===== src/rtl/nmea_sentence_ring_framer_core_assert.svh =====
// assertion macros for the sentence ring framer
`ifndef NMEA_SENTENCE_RING_FRAMER_CORE_ASSERT_SVH
`define NMEA_SENTENCE_RING_FRAMER_CORE_ASSERT_SVH

`ifndef ASSERT_OFF
// property checked on every clock edge outside reset
`define NSRF_ASSERT(lbl, clk, rst_n, prop) \
  lbl: assert property (@(posedge clk) disable iff (!rst_n) prop) \
    else $error("nsrf assertion failed");
// condition in one cycle implies a condition in the next cycle
`define NSRF_ASSERT_NEXT(lbl, clk, rst_n, cond, nxt) \
  lbl: assert property (@(posedge clk) disable iff (!rst_n) (cond) |=> (nxt)) \
    else $error("nsrf assertion failed");
`else
`define NSRF_ASSERT(lbl, clk, rst_n, prop)
`define NSRF_ASSERT_NEXT(lbl, clk, rst_n, cond, nxt)
`endif

`endif


===== src/rtl/nsrf_pkg.sv =====
`default_nettype none

package nsrf_pkg;

  localparam int unsigned SlotsDef     = 8;
  localparam int unsigned MsgMaxLenDef = 128;

  localparam logic [7:0] CharStart = 8'h24;  // '$'
  localparam logic [7:0] CharLf    = 8'h0A;  // line feed

  // reply kind codes
  typedef enum logic [1:0] {
    KIND_RX_STATUS  = 2'd0,
    KIND_MSG_BYTES  = 2'd1,
    KIND_RING_EMPTY = 2'd2,
    KIND_EMPTY_SLOT = 2'd3
  } nsrf_kind_e;

  // classified command from the front to the back
  typedef struct packed {
    logic       is_read;
    logic       is_start;
    logic       is_lf;
    logic [7:0] data;
    logic       err;
  } nsrf_cmd_t;

  // one result beat
  typedef struct packed {
    nsrf_kind_e kind;
    logic [7:0] byte_first;
    logic [7:0] byte_second;
    logic [1:0] bytes_here;
    logic [7:0] msg_length;
    logic       had_error;
    logic       dropped;
    logic       full;
    logic       last;
  } nsrf_res_t;

endpackage

`default_nettype wire


===== src/rtl/nsrf_front.sv =====
`default_nettype none

module nsrf_front
  import nsrf_pkg::*;
(
  input  logic      clk_i,
  input  logic      rst_ni,
  input  logic      in_valid_i,
  output logic      in_ready_o,
  input  logic      in_op_i,
  input  logic [7:0] in_byte_i,
  input  logic      in_err_i,
  output logic      cmd_valid_o,
  output nsrf_cmd_t cmd_o,
  input  logic      cmd_ready_i
);

  nsrf_cmd_t   q_mem [2];
  logic        wptr_q, wptr_d;
  logic        rptr_q, rptr_d;
  logic [1:0]  cnt_q, cnt_d;
  logic        push, pop;
  nsrf_cmd_t   cmd_in;

  // classify the incoming beat
  always_comb begin
    cmd_in.is_read  = in_op_i;
    cmd_in.is_start = (in_byte_i == CharStart);
    cmd_in.is_lf    = (in_byte_i == CharLf);
    cmd_in.data     = in_byte_i;
    cmd_in.err      = in_err_i;
  end

  assign in_ready_o  = (cnt_q != 2'd2);
  assign push        = in_valid_i && in_ready_o;
  assign cmd_valid_o = (cnt_q != 2'd0);
  assign pop         = cmd_valid_o && cmd_ready_i;
  assign cmd_o       = q_mem[rptr_q];

  always_comb begin
    wptr_d = push ? ~wptr_q : wptr_q;
    rptr_d = pop ? ~rptr_q : rptr_q;
    cnt_d  = cnt_q;
    if (push && !pop) begin
      cnt_d = cnt_q + 2'd1;
    end else if (pop && !push) begin
      cnt_d = cnt_q - 2'd1;
    end
  end

  always_ff @(posedge clk_i or negedge rst_ni) begin
    if (!rst_ni) begin
      wptr_q <= 1'b0;
      rptr_q <= 1'b0;
      cnt_q  <= 2'd0;
    end else begin
      wptr_q <= wptr_d;
      rptr_q <= rptr_d;
      cnt_q  <= cnt_d;
    end
  end

  always_ff @(posedge clk_i) begin
    if (push) begin
      q_mem[wptr_q] <= cmd_in;
    end
  end

endmodule

`default_nettype wire


===== config.mk =====
export PLATFORM = sky130hd
export DESIGN_NAME = nsrf_front
export DESIGN_NICKNAME = d
export VERILOG_FILES = /design/src/rtl/nmea_sentence_ring_framer_core_assert.svh /design/src/rtl/nsrf_pkg.sv /design/src/rtl/nsrf_front.sv
export SDC_FILE = /design/constraint.sdc
export NUM_CORES = 1
export LEC_CHECK = 0
export BUFFER_PORTS_ARGS = -buffer_cell sky130_fd_sc_hd__buf_4
export CORE_MARGIN = 10
export CORE_UTILIZATION = 35
export CTS_BUF_LIST = sky130_fd_sc_hd__clkbuf_16
export DETAILED_ROUTE_END_ITERATION = 6
export PLACE_DENSITY = 0.66
export SYNTH_ARGS = -nofsm -noshare
export SYNTH_HDL_FRONTEND = slang
export SYNTH_SLANG_ARGS = --single-unit

===== constraint.sdc =====
create_clock -name clk_i -period 1.57 [get_ports clk_i]
set_clock_uncertainty 0.1 [all_clocks]
set_input_delay 0.0785 -clock clk_i [delete_from_list [all_inputs] [get_ports clk_i]]
set_output_delay 0.0785 -clock clk_i [all_outputs]
set_load 0.005 [all_outputs]

After elaboration in Yosys (flattened, before gate mapping)
Memories as Yosys holds them, arrays and structs flattened.
Index checks and enable logic that the tools add are counted.
- add/sub/neg operators: 2
- equal/unequal tests: 3
- muxes and demuxes: 4
- bitwise logic cells: 2
- reduce and logical (&&, ||, !) cells: 8
- operator list (kind ; number):
    $eq 8x4->1 const B ; 1
    $eq 8x6->1 const B ; 1
    $logic_and 1x1->1 ; 4
    $mux 2 ; 2
    $reduce_bool 2->1 ; 2
    $add 2x1->2 const B ; 1
    $logic_not 1->1 ; 2
    $mux 1 ; 2
    $ne 2x2->1 const B ; 1
    $not 1->1 ; 2
    $sub 2x1->2 const B ; 1
- bits in registers: 4
- bits in writable memories: 24
- input bits: 14
- output and inout bits: 14
- logic and storage cells: 23
- memories: 1
- memory list (name ; depth ; width ; rd ports ; clocked after Yosys merged registers in ; wr ports ; line ; source):
    q_mem ; 2 ; 12 ; 1 ; 0 ; 1 ; nsrf_front.sv:18 ; nsrf_cmd_t q_mem [2];

Logic depth before layout (Yosys ltp)
Gate-level depths: netlist (run 1).
- depth in word-level cells: 6
- mapped depth: 7
- gate-level depth less buffers: 7

Worst setup path after synthesis (run 1)
Ideal clock, no wire load.
- kind: reg2reg
- start point: register cnt_q[0]
- end point: memory q_mem[0][0] (netlist bit), enable pin
- library setup time: 0.380 ns
- data arrival time: 1.178 ns
- setup slack: -0.089 ns
- stages on the path, launching flop included: 4
- period minus slack after synthesis: 1.659 ns
- cell sequence: dfrtp_1 -> nand2b_1 -> nand2_1 -> nor2_1
- longest elaborated chain between the ends: 4
- ends and longest elaborated chain (item ; line ; source):
    start: declaration ; nsrf_front.sv:21 ; logic [1:0] cnt_q, cnt_d;
    start signal: assignment ; nsrf_front.sv:59 ; cnt_q <= cnt_d;
    $ne 2x2->1 ; nsrf_front.sv:34 ; assign in_ready_o = (cnt_q != 2'd2);
    via in_ready_o ; nsrf_front.sv:9 ; output logic in_ready_o,
    $logic_and 1x1->1 ; nsrf_front.sv:35 ; assign push = in_valid_i && in_ready_o;
    $mux 1 ; nsrf_front.sv:64 ; if (push) begin
    $mux 1 (not written as such) ; nsrf_front.sv:65 ; q_mem[wptr_q] <= cmd_in;
    end: declaration ; nsrf_front.sv:18 ;
The timed path passes the listed nets, and every way through them passes these cells.

Final worst setup path (run 1)
- start point: register cnt_q[0]
- end point: register cnt_q[1]
- longest elaborated chain between the ends: 5
- ends and longest elaborated chain (item):
    branches (longest 5 deep; another with $sub 2x1->2)
Parallel ways; which one is timed is not known. The select of a mux whose other input is x is not followed.
A chain may end at the register's enable or synchronous reset.

==> summary.txt, run 1 <==
Floorplan
  – Chip width: roughly 76 microns
  – Core area: ~0.003 sq mm
  – Io pins: 28
  – Die area: a little under 0.006 sq mm
  – Initial Util: 36.3%
  – Cell Rows: 20
  – Die height: between 70 and 80 microns

Worst setup path
  – Worst setup endpoint: cnt_q[1]
  – Reg2Reg Depth: 6
  – Worst Setup SP: cnt_q[0]
  – Arrival @ worst endpoint: around 1.6 ns
  – Startpoint types: flop
  – R2r setup slk: between 0.05 and 0.06 ns
  – Reg-to-Reg End: cnt_q[1]
  – CP Cell Sequence: or2_1, nand2_2, ha_2, xor2_1, nor2_1, xor2_1
  – CP required: between 1.5 and 2 ns
  – CP Class: reg2reg
  – Critical path's most frequent cell: xor2_1
  – Critical Path End Type: flop
  – Critical R2R Launch: cnt_q[0]
  – CP max stage cell: dfrtp_1
  – Critical path fanouts, max: 4
  – Slowest stage delay, CP: between 0.4 and 0.5 ns

Power and ir drop
  – P_int: about 2.0 mW
  – Peak VDD IR: approximately 0.00095 V
  – Combinational fraction of design power: 37.9%
  – P_sw: ~690 uW
  – Pleak: approximately 0.64 nW
  – Sw frac: roughly a quarter
  – Sequential share of power: 41.3%
  – Clock Power Share: 20.8%
  – Pwr Density: ~1700 mW/mm^2

Clock tree
  – Root Driver: clkbuf_16
  – H-tree levels: 1
  – # clock sinks: 28
  – CTS tree: yes
  – Skew-Pair Late Insertion Delay: between 0.2 and 0.3 ns
  – Clock buffer depth: 2
  – Clock Pin Slew Worst Setup and Hold Paths: about 0.070 ns
  – CTS buffer count: 3

Min path
  – Worst hold path class: in2reg

Timing
  – Final TNS setup: 0 ns
  – Least-Margin Pin Slew: 0.148 ns
  – RSZ-0062 raised after global routing: no
  – Final hold viol count: 1
  – Rel. slew slack: about nine tenths
  – Post-route minimum period: 1.51 ns
  – Fmax: 0.661 GHz
  – Final setup fails: 0
  – Final slew viol count: 0
  – Final period util: around 96%
  – Worst slack on hold paths: -0.00923 ns

Synthesis
  – Area share of the largest cell type after synthesis: around 66%
  – Sequential-to-total area share from yosys stat: between 70% and 80%
  – Mapped Cells: 60
  – Dominant cells by area after synthesis: edfxtp_1 66%, mux2_2 12%, dfrtp_1 9.1%, xnor2_1 2.4%, xor2_1 1.6%
  – Cell variety after synth: 16
  – Syn Std Cell Area: 0.00110 sq mm
  – Top cell type by total area after synthesis: edfxtp_1
  – Mean Syn Cell Area: 18.3 sq um
  – Synth warnings: 0
  – Post-Syn Nets: 75
  – Flop and latch count out of synthesis: 28

Outcome
  – Violated checks: negative hold slack
  – Outcome: finished with violations

Place
  – HPWL after DPL: ~1500 microns
  – PortBufs: 27
  – Placed cell count: 135
  – Post-DP Area: approximately 0.0014 sq mm
  – Routability cong.: around 0.64

Final layout
  – Diode count: 0
  – Final Non-Filler Cells: 152
  – Layout cell share with drive strength beyond 1: roughly 50%
  – Post-layout net count: ~120
  – Fill count: ~260
  – Final instance area: approximately 0.0016 sq mm
  – Area Overhead vs Synth: 47.6%

Detailed routing
  – Drt drc: 0
  – Total Wirelength: around 2000 microns
  – Via-to-Cell Ratio: ~4.2
  – Post-route ant nets: 0
  – Via count: around 640
  – Starting DRT DRC Count: 32
  – Wire per inst: around 13 microns
  – Drt first pass iters: 3

Global route
  – Gr ovfl total: 0
  – Initial antenna violation count: 0
  – Number of global-route vias before repair: roughly 700
  – Largest net degree at the start of global routing: 16
  – Overall Global Routing Usage: under 10%
  – First-pass GRT wire length: 3390 microns

Flow run
  – Number of max-cap violations: 0
==> per-layer routing <==
metal / vias up / track usage [%] / wire (microns)
met5: - / 0 / 0
met4: 0 / 2.27 / 6
met3: 2 / 3.42 / 157
met2: 17 / 11.2 / 980
met1: 307 / 7.84 / 882
li1: 318 / - / -
==> layout by cell type (no fill, tap or decap), drive strengths merged <==
cell type / netlist / final
edfxtp: 24 / 24
nand2: 2 / 2
inv: 1 / 1
and3: 1 / 1
nand2b: 1 / 1
xor2: 2 / 2
nor2: 4 / 4
or2: 1 / 1
clkinv: 0 / 1
dlygate4sd3: 0 / 11
ha: 1 / 1
dfrtp: 4 / 4
clkbuf: 0 / 3
xnor2: 3 / 3
or4bb: 1 / 1
nand4bb: 1 / 1
or4: 1 / 1
mux2: 12 / 12
buf: 1 / 34
==> worst min-delay path by stage <==
stage          slack [ns]  depth (start not counted)        start  endpoint
5_1_grt              0.02                          3  cmd_ready_i    rptr_q
2_1_floorplan       -0.32                          0       rst_ni  cnt_q[0]
3_3_place_gp        -0.22                          1       rst_ni  cnt_q[0]
6_report           -0.009                          3  cmd_ready_i    rptr_q
3_5_place_dp        -0.22                          1       rst_ni  cnt_q[1]
4_1_cts              0.02                          3  cmd_ready_i    rptr_q
==> cell type report <==
cell class                 count  area [sq um]  area share [%]
sequential                    28           821            50.6
timing repair buffer          45           382            23.5
multi-input combinational     30           282            17.4
clock buffer                   3          75.1            4.63
tap                           44          55.1            3.40
clock inverter                 1          3.75           0.231
inverter                       1          3.75           0.231
==> state kept, by name, summed over array words and instances, names as in the netlist <==
name and count:
wptr_q 1, rptr_q 1, cnt_q 2, q_mem 24
==> repair_timing <==
item,in CTS,in global routing
endpoints found under the setup margin,0,13
buffers inserted,0,2
resized for setup,0,4
hold buffers,11,0
hold endpoints to repair,24,0
==> through the flow <==
stage	hold WS [ns]	util (%)	setup WS [ns]	power [mW]
2_1_floorplan	-0.317	-	0.0654	1.59
3_3_place_gp	-0.224	46.3	0.102	2.04
3_5_place_dp	-0.221	46.3	0.0358	2.07
4_1_cts	0.0184	52.5	0.0135	2.65
5_1_grt	0.0191	53.6	0.00700	2.84
6_report	-0.00923	53.6	0.0575	2.68
==> worst max-delay path, delay by kind of cell (launching register included) <==
family	cells	cell delay [ns]
flops	1	0.42
simple gates	3	0.41
xor+xnor	2	0.30
fa+ha+maj	1	0.18
==> cell usage after synthesis <==
library cell  instances
dfrtp_1               4
edfxtp_1             24
ha_1                  1
buf_4                 1
mux2_2               12
nand2b_1              1
nand4bb_1             1
xnor2_1               3
and3_1                1
or2_1                 1
inv_1                 1
xor2_1                2
nand2_1               2
or4bb_1               1
or4_4                 1
nor2_1                4
==> cell families after synthesis <==
| logic type | after synthesis | synth area share (%) |
|---|---|---|
| flip-flops | 28 | 74.7 |
| multiplexers | 12 | 12.3 |
| AND/OR/NAND/NOR | 12 | 6.83 |
| XOR/XNOR | 5 | 3.99 |
| buffers and inverters | 2 | 1.02 |
| adder cells (fa/ha/maj) | 1 | 1.14 |
==> power groups by stage <==
stage               Clock, mW  Sequential (mW)  Combinational [mW]
detailed placement          0             1.12               0.944
floorplan                   0             1.11               0.478
global route            0.608             1.12                1.11
CTS                     0.571             1.11               0.970
global placement            0             1.11               0.925
finish                  0.558             1.11                1.01
Power figures use the tool's default switching activity.
==> run 2: changes to the inputs <==
Settings changed: PLACE_DENSITY 0.66 to 0.64.
Clock period 1.57 ns to 1.8 ns, I/O delays scaled along.
==> summary.txt, run 2 (synthesis gave the netlist of run 1 again) <==
Final layout
  – Area Overhead vs Synth: 42.0%
  – Fill count: 260
  – Max FFs per register: 24
  – Commonest cells after routing, fill and taps aside: 30 x buf_4, 24 x edfxtp_1, 12 x mux2_2
  – Commonest non-fill, non-tap cell in the layout: buf_4
  – Layout cell share with drive strength beyond 1: about 44%
  – Largest regs: q_mem: 24 flops, cnt_q: 2 flops
  – Diode count: 0
  – Top reg by flops: q_mem
  – Post-layout net count: 120

Clock tree
  – Root Driver: clkbuf_16
  – CTS tree: yes
  – Hold-fix buffers at CTS: 11
  – CTS buffer count: 3
  – CTS resizes: 0
  – H-tree levels: 1
  – # clock sinks: 28
  – Clock Pin Slew Worst Setup and Hold Paths: approximately 0.060 ns
  – Post-CTS setup buffers: 0
  – Skew-Pair Late Insertion Delay: around 0.26 ns
  – Clock buffer depth: 2

Power and ir drop
  – Pwr Density: ~1400 mW/mm^2
  – Sequential share of power: ~46%
  – P_int: about 1.6 mW
  – Peak VDD IR: approximately 0.00072 V
  – P_sw: slightly below 600 uW
  – Sw frac: 26.2%
  – Clock Power Share: 21.9%
  – Combinational fraction of design power: ~32%
  – Pleak: roughly 0.61 nW

Timing
  – Post-route minimum period: around 1.7 ns
  – Worst slack on hold paths: approximately 0.030 ns
  – Rel. slew slack: between 60 and 70%
  – Least-Margin Pin Slew: 0.561 ns
  – Final hold viol count: 0
  – Final TNS setup: 0 ns
  – Final period util: approximately 94%
  – Final slew viol count: 0
  – Final setup fails: 0
  – Fmax: around 0.59 GHz
  – RSZ-0062 raised after global routing: no

Flow run
  – Number of max-cap violations: 0

Outcome
  – Outcome: complete, no violations

Global route
  – Gr ovfl total: 0
  – Number of global-route vias before repair: 716
  – Largest net degree at the start of global routing: 16
  – Overall Global Routing Usage: under 10%
  – First-pass GRT wire length: between 3000 and 4000 microns
  – Initial antenna violation count: 0

Worst setup path
  – CP Class: reg2out
  – Arrival @ worst endpoint: about 1.5 ns
  – Critical Path End Type: primary output
  – Startpoint types: flop
  – Critical path fanouts, max: 13
  – CP required: between 1.5 and 2 ns

Place
  – PortBufs: 27
  – Routability cong.: 0.723

Floorplan
  – Die height: 76.0 microns
  – Die area: 0.00578 sq mm
  – Io pins: 28
  – Chip width: 76.0 microns
  – Core area: between 0.003 and 0.004 sq mm
  – Initial Util: between 30% and 40%
  – Cell Rows: 20

Detailed routing
  – Post-route ant nets: 0
  – Via count: ~670
  – Drt drc: 0
  – Via-to-Cell Ratio: between 4 and 5
  – Starting DRT DRC Count: 22
  – Drt first pass iters: 4
  – Total Wirelength: 2020 microns
  – Wire per inst: roughly 14 microns

Min path
  – Worst hold path class: in2reg
==> run 2: per-stage QoR <==
step / instances / total power [mW] / util [%] / instance area (sq um) / worst slack (ns)
floorplan: 60 / 1.38 / - / 1100 / 0.141
global placement: 133 / 1.73 / 45.3 / 1370 / 0.316
detailed placement: 133 / 1.75 / 45.3 / 1370 / 0.214
CTS: 148 / 2.26 / 51.5 / 1560 / 0.0780
global route: 148 / 2.35 / 51.5 / 1560 / 0.0492
finish: 148 / 2.22 / 51.5 / 1560 / 0.115
==> run 2: layer usage <==
layer,GRT usage [%],share of wire (%),vias up
met1,8.05,44,327
met5,0,0,-
li1,-,-,312
met4,2.84,1.2,0
met2,11.3,49,23
met3,2.71,5.8,4
==> run 2: worst paths after layout <==
check / end / start / slack, ns / cells after the start
worst max register to register: cnt_q[1] / cnt_q[0] / 0.20 / 6
worst min register to register: cnt_q[1] / cnt_q[1] / 0.40 / 1
max in group asynchronous: wptr_q / rst_ni / 1.44 / 2
min in group asynchronous: cnt_q[0] / rst_ni / 0.06 / 2
worst max-delay path: cmd_o[6] / rptr_q / 0.11 / 2
worst min-delay path: rptr_q / cmd_ready_i / 0.03 / 3
==> run 2: power by group through the flow <==
stage	clock network [mW]	logic, mW	registers, mW
detailed placement	0	0.720	1.03
global route	0.528	0.787	1.03
CTS	0.501	0.739	1.02
finish	0.488	0.718	1.02
global placement	0	0.711	1.02
floorplan	0	0.414	0.967
==> run 2: worst max-delay path: stages (launching register included) <==
cell	delay (ns)
dfrtp_1	0.69
mux2_2	0.40
buf_4	0.14
==> run 2: cell type report <==
type	count	area, sq um	share of cell area (%)
timing repair buffer	41	335	21.5
inverter	1	3.75	0.241
multi-input combinational	30	267	17.1
sequential	28	821	52.6
clock inverter	1	3.75	0.241
tap	44	55.1	3.53
clock buffer	3	75.1	4.81
